### src/design/tga_rle_pixel_decoder_top_assert.svh
// Assertion macros for the TGA RLE pixel decoder.
// Each macro expects signals clk and rst_n in the scope where it is used.
`ifndef TGA_RLE_PIXEL_DECODER_TOP_ASSERT_SVH
`define TGA_RLE_PIXEL_DECODER_TOP_ASSERT_SVH

// Same-cycle implication, checked outside reset
`define TRLE_ASSERT_IMP(lbl, ante, cons, msg) \
  lbl: assert property (@(posedge clk) disable iff (!rst_n) (ante) |-> (cons)) \
    else $error(msg);

// Next-cycle implication, checked outside reset
`define TRLE_ASSERT_NXT(lbl, ante, cons, msg) \
  lbl: assert property (@(posedge clk) disable iff (!rst_n) (ante) |=> (cons)) \
    else $error(msg);

`endif

### src/design/trle_pkg.sv
// Shared types and constants for the TGA RLE pixel decoder.
// No dependencies; used by trle_core and tga_rle_pixel_decoder_top.
package trle_pkg;

  localparam int unsigned TOTAL_W    = 25;
  localparam logic [TOTAL_W-1:0] MAX_PIXELS = 25'h100_0000;

  // Configuration register indexes
  localparam logic [1:0] CFG_WITH_ALPHA  = 2'd0;
  localparam logic [1:0] CFG_PIXEL_TOTAL = 2'd1;

  // Packet header fields
  localparam int unsigned RUN_FLAG_BIT = 7;
  localparam logic [7:0]  COUNT_MASK   = 8'h7F;

  // Byte position in the stream, one-hot
  typedef enum logic [4:0] {
    PH_HDR = 5'b00001,
    PH_B   = 5'b00010,
    PH_G   = 5'b00100,
    PH_R   = 5'b01000,
    PH_A   = 5'b10000
  } phase_t;

  // One decoded pixel
  typedef struct packed {
    logic [7:0] red;
    logic [7:0] green;
    logic [7:0] blue;
    logic [7:0] alpha;
    logic [7:0] repeat_res;
    logic       image_done;
    logic       overrun;
  } pix_res_t;

endpackage

### src/design/trle_core.sv
// Byte-level decode state for the TGA RLE pixel decoder: packet headers,
// pixel assembly, run clipping and image pixel count. Depends on trle_pkg.
module trle_core (
  input  logic                             clk,
  input  logic                             rst_n,
  input  logic                             step,
  input  logic [7:0]                       stream_byte,
  input  logic                             with_alpha,
  input  logic [trle_pkg::TOTAL_W-1:0]     eff_total,
  output logic                             res_valid,
  output trle_pkg::pix_res_t               res
);

  trle_pkg::phase_t              phase_r, phase_nxt;
  logic                          is_rep_r, is_rep_nxt;
  logic [7:0]                    left_r, left_nxt;
  logic [7:0]                    blue_r, blue_nxt;
  logic [7:0]                    green_r, green_nxt;
  logic [7:0]                    red_r, red_nxt;
  logic [trle_pkg::TOTAL_W-1:0]  done_r, done_nxt;

  logic                          complete;
  logic [7:0]                    alpha_cur;
  logic [7:0]                    count;
  logic [trle_pkg::TOTAL_W:0]    diff;
  logic [trle_pkg::TOTAL_W-1:0]  remaining;
  logic [trle_pkg::TOTAL_W-1:0]  count_ext;
  logic                          clip;
  logic [7:0]                    left_dec;

  // Byte handling per phase, then result and packet bookkeeping
  always_comb begin
    phase_nxt = phase_r;
    is_rep_nxt = is_rep_r;
    left_nxt = left_r;
    blue_nxt = blue_r;
    green_nxt = green_r;
    red_nxt = red_r;
    complete = 1'b0;
    alpha_cur = 8'd0;
    unique case (phase_r)
      trle_pkg::PH_HDR: begin
        is_rep_nxt = stream_byte[trle_pkg::RUN_FLAG_BIT];
        left_nxt = (stream_byte & trle_pkg::COUNT_MASK) + 8'd1;
        phase_nxt = trle_pkg::PH_B;
      end
      trle_pkg::PH_B: begin
        blue_nxt = stream_byte;
        phase_nxt = trle_pkg::PH_G;
      end
      trle_pkg::PH_G: begin
        green_nxt = stream_byte;
        phase_nxt = trle_pkg::PH_R;
      end
      trle_pkg::PH_R: begin
        red_nxt = stream_byte;
        if (with_alpha) begin
          phase_nxt = trle_pkg::PH_A;
        end else begin
          complete = 1'b1;
        end
      end
      trle_pkg::PH_A: begin
        alpha_cur = with_alpha ? stream_byte : 8'd0;
        complete = 1'b1;
      end
      default: begin
        phase_nxt = trle_pkg::PH_HDR;
      end
    endcase

    // Result and packet bookkeeping on a completed pixel
    res.red = red_nxt;
    res.green = green_r;
    res.blue = blue_r;
    res.alpha = alpha_cur;
    res.repeat_res = count;
    res.image_done = 1'b0;
    res.overrun = 1'b0;
    res_valid = complete;
    done_nxt = done_r;
    if (complete) begin
      if (clip) begin
        res.repeat_res = remaining[7:0];
        res.image_done = 1'b1;
        res.overrun = (count_ext > remaining);
        done_nxt = '0;
        is_rep_nxt = 1'b0;
        left_nxt = 8'd0;
        phase_nxt = trle_pkg::PH_HDR;
      end else begin
        done_nxt = done_r + count_ext;
        if (is_rep_r || (left_dec == 8'd0)) begin
          left_nxt = is_rep_r ? 8'd0 : left_dec;
          phase_nxt = trle_pkg::PH_HDR;
        end else begin
          left_nxt = left_dec;
          phase_nxt = trle_pkg::PH_B;
        end
      end
    end
  end

  // Run length and remaining image pixels
  always_comb begin
    count = is_rep_r ? left_r : 8'd1;
    if (count == 8'd0) begin
      count = 8'd1;
    end
    diff = {1'b0, eff_total} - {1'b0, done_r};
    if (diff[trle_pkg::TOTAL_W] || (diff == '0)) begin
      remaining = trle_pkg::TOTAL_W'(1);
    end else begin
      remaining = diff[trle_pkg::TOTAL_W-1:0];
    end
    count_ext = trle_pkg::TOTAL_W'(count);
    clip = (count_ext >= remaining);
    left_dec = left_r - 8'd1;
  end

  // Control state
  always_ff @(posedge clk) begin
    if (!rst_n) begin
      phase_r <= trle_pkg::PH_HDR;
      is_rep_r <= 1'b0;
      left_r <= 8'd0;
      done_r <= '0;
    end else if (step) begin
      phase_r <= phase_nxt;
      is_rep_r <= is_rep_nxt;
      left_r <= left_nxt;
      done_r <= done_nxt;
    end
  end

  // Held color bytes; always written before a pixel completes
  always_ff @(posedge clk) begin
    if (step) begin
      blue_r <= blue_nxt;
      green_r <= green_nxt;
      red_r <= red_nxt;
    end
  end

endmodule

### src/design/tga_rle_pixel_decoder_top.sv
// Top level of the TGA RLE pixel decoder: config registers, result register.
// Depends on trle_pkg, trle_core and tga_rle_pixel_decoder_top_assert.svh.
//
//  channel | direction | handshake            | payload
//  --------+-----------+----------------------+--------------------------------------
//  in      | in        | in_valid / in_ready  | in_stream_byte
//  out     | out       | out_valid / out_ready| out_red/green/blue/alpha, out_repeat_res,
//          |           |                      | out_image_done, out_overrun
//  cfg     | in        | cfg_valid / cfg_ready| cfg_index, cfg_data
//
// One byte per cycle while the output is not stalled: the decode state and the result register
// both load at the edge that takes a byte, so a completed pixel shows on out_valid the next cycle.
// in_ready is high whenever the result register is empty or being drained,
// so a stalled output holds one pixel and stops the input. cfg_ready is
// always high. Reset (rst_n low, synchronous) sets with_alpha 0, total 1,
// and expects the first packet header of an image.
module tga_rle_pixel_decoder_top (
  input  logic        clk,
  input  logic        rst_n,
  input  logic        in_valid,
  output logic        in_ready,
  input  logic [7:0]  in_stream_byte,
  output logic        out_valid,
  input  logic        out_ready,
  output logic [7:0]  out_red,
  output logic [7:0]  out_green,
  output logic [7:0]  out_blue,
  output logic [7:0]  out_alpha,
  output logic [7:0]  out_repeat_res,
  output logic        out_image_done,
  output logic        out_overrun,
  input  logic        cfg_valid,
  output logic        cfg_ready,
  input  logic [1:0]  cfg_index,
  input  logic [24:0] cfg_data
);

`include "tga_rle_pixel_decoder_top_assert.svh"

  logic                          with_alpha_r;
  logic [trle_pkg::TOTAL_W-1:0]  total_r, total_nxt;
  logic                          in_acc;
  logic                          core_valid;
  trle_pkg::pix_res_t            core_res;
  logic                          out_valid_r, out_valid_nxt;
  trle_pkg::pix_res_t            out_res_r;

  assign cfg_ready = 1'b1;
  assign in_ready = !out_valid_r || out_ready;
  assign in_acc = in_valid && in_ready;

  // Pixel total held already clamped to 1..MAX_PIXELS
  always_comb begin
    if (cfg_data == '0) begin
      total_nxt = trle_pkg::TOTAL_W'(1);
    end else if (cfg_data > trle_pkg::MAX_PIXELS) begin
      total_nxt = trle_pkg::MAX_PIXELS;
    end else begin
      total_nxt = cfg_data;
    end
  end

  // Configuration registers
  always_ff @(posedge clk) begin
    if (!rst_n) begin
      with_alpha_r <= 1'b0;
      total_r <= trle_pkg::TOTAL_W'(1);
    end else if (cfg_valid && cfg_ready) begin
      if (cfg_index == trle_pkg::CFG_WITH_ALPHA) begin
        with_alpha_r <= cfg_data[0];
      end else if (cfg_index == trle_pkg::CFG_PIXEL_TOTAL) begin
        total_r <= total_nxt;
      end
    end
  end

  trle_core u_core (
    .clk         (clk),
    .rst_n       (rst_n),
    .step        (in_acc),
    .stream_byte (in_stream_byte),
    .with_alpha  (with_alpha_r),
    .eff_total   (total_r),
    .res_valid   (core_valid),
    .res         (core_res)
  );

  // Result register
  always_comb begin
    out_valid_nxt = out_valid_r;
    if (in_acc) begin
      out_valid_nxt = core_valid;
    end else if (out_ready) begin
      out_valid_nxt = 1'b0;
    end
  end

  always_ff @(posedge clk) begin
    if (!rst_n) begin
      out_valid_r <= 1'b0;
    end else begin
      out_valid_r <= out_valid_nxt;
    end
  end

  always_ff @(posedge clk) begin
    if (in_acc && core_valid) begin
      out_res_r <= core_res;
    end
  end

  assign out_valid = out_valid_r;
  assign out_red = out_res_r.red;
  assign out_green = out_res_r.green;
  assign out_blue = out_res_r.blue;
  assign out_alpha = out_res_r.alpha;
  assign out_repeat_res = out_res_r.repeat_res;
  assign out_image_done = out_res_r.image_done;
  assign out_overrun = out_res_r.overrun;

  // Checks
  `TRLE_ASSERT_IMP(a_rep_range, out_valid_r,
    (out_repeat_res != 8'd0) && (out_repeat_res <= 8'd128), "repeat count out of range")
  `TRLE_ASSERT_IMP(a_over_done, out_valid_r && out_overrun,
    out_image_done, "clipped run without image end")
  `TRLE_ASSERT_NXT(a_no_phantom, in_acc && !core_valid && !out_valid_r,
    !out_valid_r, "result appeared for a byte that completes no pixel")

endmodule

### config.mk
export PLATFORM = sky130hd
export DESIGN_NAME = tga_rle_pixel_decoder_top
export DESIGN_NICKNAME = d
export VERILOG_FILES = /design/src/design/trle_pkg.sv /design/src/design/trle_core.sv /design/src/design/tga_rle_pixel_decoder_top.sv
export VERILOG_INCLUDE_DIRS = /design/src /design/src/design
export SDC_FILE = /design/constraint.sdc
export NUM_CORES = 1
export LEC_CHECK = 0
export ABC_AREA = 0
export BUFFER_PORTS_ARGS = -buffer_cell sky130_fd_sc_hd__buf_4
export CORE_MARGIN = 2
export CORE_UTILIZATION = 59
export DETAILED_ROUTE_END_ITERATION = 6
export PLACE_DENSITY_LB_ADDON = 0.05
export RECOVER_POWER = 25
export SETUP_SLACK_MARGIN = 0.02
export SYNTH_ARGS = -nofsm -noshare
export SYNTH_HDL_FRONTEND = slang
export SYNTH_HIERARCHICAL = 1
export SYNTH_SLANG_ARGS = --single-unit
### constraint.sdc
create_clock -name clk -period 5.9 [get_ports clk]
set_clock_uncertainty 0.2 [all_clocks]
set_input_delay 0.295 -clock clk [delete_from_list [all_inputs] [get_ports clk]]
set_output_delay 0.295 -clock clk [all_outputs]
set_load 0.03 [all_outputs]
# Word level (Yosys, flattened, before mapping)
# Index checks and enable logic that the tools add are counted.
totals:
  out_inout_bits: 45
  ff_bits: 132
  elab_cells: 81
  input_bits: 40
op_classes:
  n_mux: 26
  n_eq_ne: 8
  n_reduce_logical: 22
  n_lt_le_gt_ge: 3
  bitwise: 1
  n_addsub: 4
op_table:
  columns: ["op", "count"]
  rows:
  - ["$mux W25", 4]
  - ["$mux W8", 8]
  - ["$logic_not A26 Y1", 1]
  - ["$sub A25 B25 Y26", 1]
  - ["$add A25 B8 Y25", 1]
  - ["$ge A8 B25 Y1", 1]
  - ["$gt A25 B25 Y1 const B", 1]
  - ["$gt A8 B25 Y1", 1]
  - ["$logic_not A25 Y1", 1]
  - ["$pmux W5 S5", 1]
  - ["$mux W10", 2]
  - ["$logic_not A8 Y1", 2]
  - ["$mux W5", 3]
  - ["$reduce_and A2 Y1", 7]
  - ["$add A7 B1 Y8 const B", 1]
  - ["$sub A8 B1 Y8 const B", 1]
  - ["$mux W1", 6]
  - ["$reduce_and A3 Y1", 2]
  - ["$eq A5 B1 Y1 const B", 1]
  - ["$eq A5 B2 Y1 const B", 1]
  - ["$eq A5 B3 Y1 const B", 1]
  - ["$eq A5 B4 Y1 const B", 1]
  - ["$eq A5 B5 Y1 const B", 1]
  - ["$reduce_bool A2 Y1", 2]
  - ["other kinds (10)", 13]

# Longest topological paths before layout
# Gate-level depths: netlist of run 1.
depth:
  depth_word: 7
  mapped_depth: 26
  mapped_depth_nobuf: 25

# Hierarchy
# Netlist of run 1, hierarchy kept.
by_module_without_submodules:
  columns: ["mod", "cells_each", "area_per_inst_um2", "seq_area_each_um2", "instances"]
  rows:
  - ["trle_core", 605, 5047.3, 1501.4, 1]
  - ["tga_rle_pixel_decoder_top", 176, 2457.4, 1801.7, 1]

# Worst setup path after synthesis of run 1
# Ideal clock, no wire load.
synth_path:
  path_kind: "register -> register"
  start: "reg total_r[0] in the netlist's numbering"
  end: "reg u_core.phase_r[0]"
  slack_ps: 862
  stages_incl_launch_ff: 27
  required_ps: 5584
  synth_period_minus_slack_ps: 5038
  setup_ps: 116
  arrival_ps: 4721
  path_buffers: 1
  cell_sequence: "dfxtp_1 inv_1 ha_1 fa_1 and2b_1 o2111ai_2 a2111oi_2 nor3_2 xnor2_1 nor4_2 nand4_1 nor4_4 a31oi_1 nand2_1 ha_1 nor2b_1 o21a_1 o21ai_0 nand2b_1 a21oi_1 o21ai_0 o21ai_0 nand2b_1 o211ai_2 buf_2 nand3_1 a31o_2"
synth_between:
  elab_chain_len: 7
synth_lines:
  columns: ["item", "line", "source"]
  rows:
  - ["from (decl)", "tga_rle_pixel_decoder_top.sv:41", "logic [trle_pkg::TOTAL_W-1:0] total_r, total_nxt;"]
  - ["from (signal assigned)", "tga_rle_pixel_decoder_top.sv:67", "total_r <= trle_pkg::TOTAL_W'(1);"]
  - ["from (signal assigned)", "tga_rle_pixel_decoder_top.sv:72", "total_r <= total_nxt;"]
  - ["$sub A25 B25 Y26 *", "trle_core.sv:110", "diff = {1'b0, eff_total} - {1'b0, done_r};"]
  - ["$logic_not A26 Y1", "trle_core.sv:111", "if (diff[trle_pkg::TOTAL_W] || (diff == '0)) begin"]
  - ["$logic_or A1 B1 Y1", "trle_core.sv:111", null]
  - ["$mux W25 *", "trle_core.sv:111", null]
  - ["$ge A8 B25 Y1 *", "trle_core.sv:117", "clip = (count_ext >= remaining);"]
  - ["$mux W5 *", "trle_core.sv:83", "if (clip) begin"]
  - ["$mux W5 *", "trle_core.sv:82", "if (complete) begin"]
  - ["to (signal assigned)", "trle_core.sv:124", "phase_r <= trle_pkg::PH_HDR;"]
  - ["to (signal assigned)", "trle_core.sv:129", "phase_r <= phase_nxt;"]
  - ["to (decl)", "trle_core.sv:14", "trle_pkg::phase_t phase_r, phase_nxt;"]
# Mark *: on every way between the ends. The rest lies on a longest branch, timed or not.
# A chain may end at the register's enable or synchronous reset.

==> qor.txt, run 1 <==
placed wire-length estimate: 13300 um
Pre-antenna DRT Iters: 5
clk sink count: 132
main flop type after synthesis: edfxtp_1
transition time of the tightest slew-check pin: 1160 ps
layout cells sized above 1: 13.9%
vias in the first global route: 6082
DRC violations left: 0
nets@finish: 973
Finished Cell Area: 8990 um2
Final Setup Violations: 0
P per Cell Area: 257 nW/um2
worst-path fanout max: 9
CTS H-tree lvls: 4
max_slew headroom: 22.3%
Iter 0 DRT Violations: 441
maximum vdd drop: 0.186 mV
Worst Setup Start Kind: register
GRT Total Usage: 28.3%
gr ovfl total: 0
WL/cell: 17.2 um
Max Cap Viol: 0
Largest regs: total_r x25, u_core/done_r x25
GP Congestion: 0.913
Avg Synthesized Cell Area: 9.61 um2
area of the core: 12500 um2
initial antenna violation count: 0
Synth warnings: 6
FP Rows: 41
Crit Path Class: reg2reg
CP endpoint kind: register
ANT nets after route: 0
CTS Buffer Depth: 2
CTS buffer count: 17
dominant cells by area after synthesis: edfxtp_1, dfxtp_1, ha_1
max-slew violation count: 0
Tcrit/Tclk final: 93.9%
cell area after synthesis: 7500 um2
status: finished, final reports clean
Area Overhead vs Synth: 19.8%
RSZ-0062 raised after global routing: true
fmax: 181 MHz
first-pass GRT wire length: 29600 um
DIE WIDTH: 117 um
largest net degree at the start of global routing: 77
drt total wl: 18400 um
Initial Util: 60.0%
Hold Fails Final Rpt: 0
fin crit period: 5540 ps
I/O Pins: 85
Synth top area share: 26.4%
worst skew pair latency: 420 ps
Synth async-reset ratio: 0%
Synth top cells by count: dfxtp_1, edfxtp_1, nand2_1, nand3_1, nor2_1
worst endpoint required time: 5820 ps
worst hold path type: in2reg
diode count: 0
CTS tree: yes
crit path DAT: 5460 ps
Leak: 3.60 nW
via count: 6247
Synth area leader: edfxtp_1
Setup Total Neg Slack: 0 ps
Port-buffer cells: 83
Clock transition at path regs: 60 ps
routed vias/inst: 5.83
Die Y: 117 um
Root Driver: clkbuf_16
Cells after Synth: 781
#FFs+latches synth: 132
Die Area: 13600 um2
Seq/Total Area, Yosys: 44.0%
EDFF count, synth: 66
post-placement cell area: 8240 um2
Synthesized Nets: 867
Synth cell types: 75
[power by group]
| group | internal [mW] | leakage [nW] | switching, mW | total [mW] |
|---|---|---|---|---|
| combinational | 0.137 | 2.16 | 0.188 | 0.326 |
| clock | 0.583 | 0.261 | 0.416 | 0.999 |
| sequential | 0.973 | 1.17 | 0.0132 | 0.986 |
[worst max-delay path, stage by stage, from the launching register on]
cell,delay [ps]
dfxtp_1,330
inv_1,50
ha_1,210
fa_1,420
and2b_1,260
o2111ai_2,190
a21oi_1,340
nor3_2,80
xnor2_1,130
nor4_1,310
o211ai_1,190
nor4_4,270
buf_4,180
a31oi_2,120
nand2_1,120
ha_1,230
nor2b_1,130
o21a_1,150
o21ai_0,130
nand2b_1,70
a21oi_1,140
o21ai_0,130
o21ai_0,200
nand2b_1,110
o211ai_2,110
or2_1,300
a22oi_1,140
[what timing repair did]
| item | CTS | global route |
|---|---|---|
| hold buffers | 27 | 0 |
| resized for setup | 0 | 7 |
| buffers inserted | 0 | 2 |
| hold endpoints to repair | 36 | 0 |
| setup endpoints to repair | 0 | 45 |
[cells in the final DEF, fill, tap and decap left out, types with 35 or more instances in the layout]
cell and instances:
nor2_1 49, nand3_1 61, xnor2_1 35, buf_4 53
edfxtp_1 66, dfxtp_1 66, ha_1 44, clkbuf_1 36
inv_1 42, a21oi_1 38, nand2_1 66
[cells by family after synthesis]
group	Yosys count	share of synthesized area (%)
adder cells (fa/ha/maj)	46	7.87
AND/OR/NAND/NOR	297	20.7
buffers and inverters	72	4.03
other	1	0.0500
flip-flops	132	44.0
XOR/XNOR	51	5.95
AO/OA/AOI/OAI	170	15.6
multiplexers	12	1.75
[routing by layer]
layer	vias up	part of all wire, %	track usage (%)	routed length, um
met1	2989	42	36.1	7810
met2	181	50	47.0	9260
met3	30	5.3	6.54	967
li1	3047	-	-	-
met5	-	0	0	0
met4	0	2.0	10.7	370
[per-stage QoR]
step | power, mW | hold WS [ps] | util (%) | instances | setup WS (ps)
4_1_cts | 2.30 | 28.9 | 72.5 | 1070 | 45.6
3_5_place_dp | 1.30 | 207 | 65.9 | 1011 | 70.8
6_report | 2.31 | 35.3 | 71.8 | 1072 | 361
5_1_grt | 2.39 | 44.7 | 71.8 | 1072 | -19.5
3_3_place_gp | 1.29 | 203 | 65.9 | 1011 | 356
2_1_floorplan | 1.21 | 194 | - | 781 | 862
[path summary, 6_finish.rpt]
check	cells past startpoint	start	end	slack, ps
max	26	total_r[0]	out_repeat_res[0]	360
max reg2reg	26	total_r[0]	out_repeat_res[0]	360
min	3	in_valid	out_valid	40
min reg2reg	0	u_core/green_r[0]	out_green[0]	220
[final cells by class]
cell class                 instances  area (um2)
multi-input combinational        577        3930
fill                            1011        3520
sequential                       132        3300
timing repair buffer             117         827
clock buffer                      18         429
tap                              172         215
inverter                          42         158
clock inverter                    14         128
No activity file was read; power rests on OpenSTA's default activity.
==> run 2, diff against run 1 <==
--- a/config.mk
+++ b/config.mk
@@ -9,7 +9,7 @@
 export ABC_AREA = 0
 export BUFFER_PORTS_ARGS = -buffer_cell sky130_fd_sc_hd__buf_4
 export CORE_MARGIN = 2
-export CORE_UTILIZATION = 59
+export CORE_UTILIZATION = 53
 export DETAILED_ROUTE_END_ITERATION = 6
 export PLACE_DENSITY_LB_ADDON = 0.05
 export RECOVER_POWER = 25
==> constraint.sdc (replaced) <==
create_clock -name clk -period 4.6 [get_ports clk]
set_clock_uncertainty 0.2 [all_clocks]
set_input_delay 0.23 -clock clk [delete_from_list [all_inputs] [get_ports clk]]
set_output_delay 0.23 -clock clk [all_outputs]
set_load 0.03 [all_outputs]
==> run 2 against run 1 <==
  * The run now ends with negative setup slack left
  * Clock power up 37%
  * First-iteration DRC count up 13%
  * Core utilization up 1.2 points
  * Sequential power up 28%
  * Fmax up 9.7%
  * Setup slack worse by 810 ps
  * Power up 39%
  * Non-clock buffer count up 102
  * Register-to-register slack worse by 810 ps
  * Combinational power up 79%
  * Die area up 11%
==> qor.txt, run 2 (synthesis gave the netlist of run 1 again) <==
post-placement cell area: 8920 um2
Pre-antenna DRT Iters: 5
Max Cap Viol: 0
fin cells: 1185
worst-path fanout max: 3
FP Rows: 43
GRT Total Usage: 27.9%
CTS buffer count: 17
DIE WIDTH: 123 um
CP most frequent cell: buf_4
DRC violations left: 0
worst skew pair latency: 430 ps
ANT nets after route: 0
placed wire-length estimate: 14100 um
Crit Path Class: reg2reg
final core utilization: 73.1%
gr ovfl total: 0
area of the core: 13900 um2
initial antenna violation count: 0
fin crit period: 5050 ps
Hold Fails Final Rpt: 0
fmax: 198 MHz
Tcrit/Tclk final: 110%
max-slew violation count: 0
dpl ws: -682 ps
layout cells sized above 1: 26.5%
largest net degree at the start of global routing: 79
HP Start: cfg_data[8]
Iter 0 DRT Violations: 500
R2R depth: 26
Die Y: 123 um
CTS tree: yes
GR met2 Demand/Resource: 47.8%
met1 Use GR: 34.0%
CP endpoint kind: register
Area Overhead vs Synth: 35.1%
CTS H-tree lvls: 4
cell family with most CP delay: compound AO/OA/AOI/OAI gates
drt total wl: 20600 um
Root Driver: clkbuf_16
Finished Cell Area: 10100 um2
Worst Setup Start Kind: register
P per Cell Area: 318 nW/um2
final setup margin: -450 ps
M3 GR Usage: 5.81%
Cells after DPL: 1104
reg2reg start: u_core/done_r[2]
r2r setup slk: -450 ps
CTS Buffer Depth: 2
Leak: 4.18 nW
failing checks: negative setup slack
Final Setup Violations: 46
hold-critical path depth: 4
worst hold path type: in2reg
max incr delay on CP: 500 ps
Initial Util: 54.1%
RSZ-0062 raised after global routing: true
status: complete, but fails checks
Hold Path End: total_r[8]
Largest regs: total_r x25, u_core/done_r x25
clk sink count: 132
worst endpoint required time: 4560 ps
max_slew headroom: 19.9%
Die Area: 15100 um2
most frequent cells in the layout: buf_4, edfxtp_1, dfxtp_1, nand2_1, nand3_1
Port-buffer cells: 83
first-pass GRT wire length: 32600 um
Top Usage Layer GRT: met2
reg2reg end: out_overrun
GP Congestion: 0.866
maximum vdd drop: 0.283 mV
Setup Total Neg Slack: -15200 ps
nets@finish: 1078
I/O Pins: 85
Clock transition at path regs: 60 ps
slowest CP cell: a2111oi_0
transition time of the tightest slew-check pin: 1200 ps
vias in the first global route: 6757
WL/cell: 17.3 um
via count: 6777
routed vias/inst: 5.72
crit path DAT: 5010 ps
most common cell after layout, fill and taps aside: buf_4
diode count: 0
fillers: 1037
WP buf/inv: 7
-- run 2: changes by cell type in the layout (fill, tap and decap cells not counted), sizes merged, moves of 2 or more --
cell,previous run,this run
buf,54,158
clkbuf,54,43
dlygate4sd3,27,35
inv,47,49
o21ai,41,44
-- run 2: tightest hold or removal path: stages --
cell	delay [ps]
buf_4	80
and3_1	150
a21oi_1	50
nor2b_1	90
-- run 2: worst max-delay path by stage --
stage,from,end,cells past startpoint
floorplan,total_r[0],out_repeat_res[1],26
global placement,total_r[0],u_core/done_r[15],26
detailed placement,total_r[0],u_core/done_r[20],26
CTS,total_r[0],out_repeat_res[0],26
global route,u_core/done_r[2],out_overrun,26
finish,u_core/done_r[2],out_overrun,26
-- run 2: cell type report --
class                           count  area, um2  area share (%)
Clock inverter                     15        169            1.67
Clock buffer                       17        425            4.19
Timing Repair Buffer              219       1690            16.7
Inverter                           42        158            1.55
Sequential cell                   132       3310            32.6
Tap cell                          180        225            2.22
Multi-Input combinational cell    580       4170            41.1
-- run 2: repair_timing --
item                                   CTS  global route
setup buffers                            9             1
pin swaps                               29            21
setup endpoints to repair               46            46
gates resized for setup                 32            26
hold buffers                            35             0
endpoints found under the hold margin   57             0
cloned                                   3             2
-- run 2: power breakdown --
part | total (mW) | internal (mW) | leakage (nW) | switching (mW)
Clock | 1.37 | 0.811 | 0.284 | 0.563
Sequential | 1.26 | 1.25 | 1.17 | 0.0173
Combinational | 0.582 | 0.283 | 2.73 | 0.299
-- run 2: through the flow --
| stage | hold slack (ps) | power, mW |
|---|---|---|
| 2_1_floorplan | 129 | 1.56 |
| 3_3_place_gp | 203 | 1.72 |
| 3_5_place_dp | 207 | 1.72 |
| 4_1_cts | 4.12 | 3.21 |
| 5_1_grt | 32.8 | 3.33 |
| 6_report | 8.05 | 3.22 |
-- run 2: routing by layer --
metal | vias up | part of all wire (%)
met3 | 51 | 4.9
met4 | 0 | 3.1
met2 | 209 | 50
met1 | 3255 | 43
li1 | 3262 | -
met5 | - | 0
==> run 3, diff against run 2 <==
--- a/config.mk
+++ b/config.mk
@@ -9,9 +9,9 @@
 export ABC_AREA = 0
 export BUFFER_PORTS_ARGS = -buffer_cell sky130_fd_sc_hd__buf_4
 export CORE_MARGIN = 2
-export CORE_UTILIZATION = 53
+export CORE_UTILIZATION = 40
 export DETAILED_ROUTE_END_ITERATION = 6
-export PLACE_DENSITY_LB_ADDON = 0.05
+export PLACE_DENSITY = 0.62
 export RECOVER_POWER = 25
 export SETUP_SLACK_MARGIN = 0.02
 export SYNTH_ARGS = -nofsm -noshare
==> constraint.sdc (replaced) <==
create_clock -name clk -period 5.8 [get_ports clk]
set_clock_uncertainty 0.2 [all_clocks]
set_input_delay 0.29 -clock clk [delete_from_list [all_inputs] [get_ports clk]]
set_output_delay 0.29 -clock clk [all_outputs]
set_load 0.03 [all_outputs]
==> run 3 against run 2 <==
  * The run now ends clean
  * Worst hold slack improved by 30 ps
  * Final cell count decreased by 4.2%
  * Combinational power decreased by 44%
  * Sequential power decreased by 21%
  * Critical path depth unchanged
  * Via count decreased by 11%
  * Power decreased by 26%
  * Core utilization decreased by 24 points
  * First-iteration DRC count decreased by 14%
  * Cell area decreased by 10%
  * Critical path type unchanged
  * Largest power group unchanged
==> qor.txt, run 3 (synthesis gave the netlist of run 1 again) <==
status: finished, final reports clean
fmax: 185 MHz
transition time of the tightest slew-check pin: 1090 ps
initial antenna violation count: 0
via count: 6017
reg2reg start: total_r[0]
most frequent cells in the layout: nand2_1, edfxtp_1, dfxtp_1, nand3_1, buf_4
Tcrit/Tclk final: 93.3%
placed wire-length estimate: 13500 um
CP endpoint kind: register
first-pass GRT wire length: 29500 um
FP Rows: 50
Initial Util: 40.4%
nets@finish: 974
worst skew pair latency: 430 ps
CTS Buffer Depth: 2
Leak: 3.61 nW
max-slew violation count: 0
Die Area: 19900 um2
RSZ-0062 raised after global routing: false
CTS H-tree lvls: 4
clk sink count: 132
CTS tree: yes
max incr delay on CP: 400 ps
Hold Fails Final Rpt: 0
routed vias/inst: 5.30
worst endpoint required time: 5910 ps
GRT Total Usage: 18.8%
Setup Total Neg Slack: 0 ps
max_slew headroom: 26.9%
vias in the first global route: 5745
drt total wl: 18500 um
Root Driver: clkbuf_16
layout cells sized above 1: 14.7%
diode count: 0
fin crit period: 5410 ps
CTS buffer count: 17
Die Y: 141 um
Port-buffer cells: 83
Max Cap Viol: 0
Crit Path Class: reg2reg
slowest CP cell: fa_1
worst-path fanout max: 14
Final Setup Violations: 0
I/O Pins: 85
Area Overhead vs Synth: 21.2%
DRC violations left: 0
Iter 0 DRT Violations: 429
ANT nets after route: 0
maximum vdd drop: 0.218 mV
final setup margin: 390 ps
GP Congestion: 0.885
worst hold path type: in2reg
Largest regs: total_r x25, u_core/done_r x25
Final Power: 2.38 mW
gr ovfl total: 0
HP Start: in_valid
Min Hold Slack: 37.6 ps
Worst Setup Start Kind: register
WL/cell: 16.3 um
worst setup path startpoint: total_r[0]
P per Cell Area: 261 nW/um2
largest net degree at the start of global routing: 77
dpl ws: 88.4 ps
Pre-antenna DRT Iters: 6
crit path DAT: 5520 ps
CP most frequent cell: o21ai_0
DIE WIDTH: 141 um
Clock transition at path regs: 60 ps
area of the core: 18600 um2
==> run 3: changes by cell type in the layout (fill, tap and decap cells not counted), sizes merged <==
cell | before | now
clkinvlp | 3 | 2
bufinv | 2 | 0
clkbuf | 43 | 53
buf | 158 | 56
clkinv | 3 | 6
o21ai | 44 | 41
dlygate4sd3 | 35 | 26
==> run 3: final cells by class <==
class                           count  area, um2
Inverter                           42        158
Fill cell                        1761       9490
Timing Repair Buffer              118        820
Multi-Input combinational cell    577       3930
Clock buffer                       17        425
Tap cell                          234        293
Sequential cell                   132       3300
Clock inverter                     15        161
==> run 3: layer usage <==
metal	wire [um]	part of all wire [%]	global-route usage, %
met1	8780	47	25.0
met2	8920	48	31.0
met3	541	2.9	3.50
met4	307	1.7	6.32
met5	0	0	0
==> run 3: final timing paths <==
path                             to  slack (ps)  cells after the start
setup / recovery  u_core/phase_r[0]         390                     26
hold / removal            out_valid          40                      3
setup reg to reg  u_core/phase_r[0]         390                     26
hold reg to reg         out_blue[4]         220                      0
==> run 3: power breakdown <==
group	internal (mW)	total (mW)	switching (mW)	leakage (nW)
clock	0.574	1.05	0.477	0.281
combinational	0.138	0.324	0.186	2.16
sequential	0.989	1.00	0.0137	1.17
==> run 3: worst max-delay path, delay by kind of cell (launching register included) <==
family / cells / cell delay [ps]
adder cells (fa/ha/maj): 3 / 840
flip-flops: 1 / 340
AO/OA/AOI/OAI: 12 / 2180
AND/OR/NAND/NOR: 9 / 1440
buffers and inverters: 2 / 270
==> run 3: repair_timing <==
item                       in CTS  in global routing
setup buffers                   0                  1
hold buffers                   26                  0
resized for setup               0                  7
hold endpoints to repair       37                  0
setup endpoints to repair       0                 37
==> run 3: per-stage QoR <==
stage / std cells / area (um2) / utilization (%)
floorplan: 781 / 7500 / -
global placement: 1076 / 8340 / 44.9
detailed placement: 1076 / 8340 / 44.9
CTS: 1134 / 9190 / 49.5
global route: 1135 / 9090 / 48.9
finish: 1135 / 9090 / 48.9
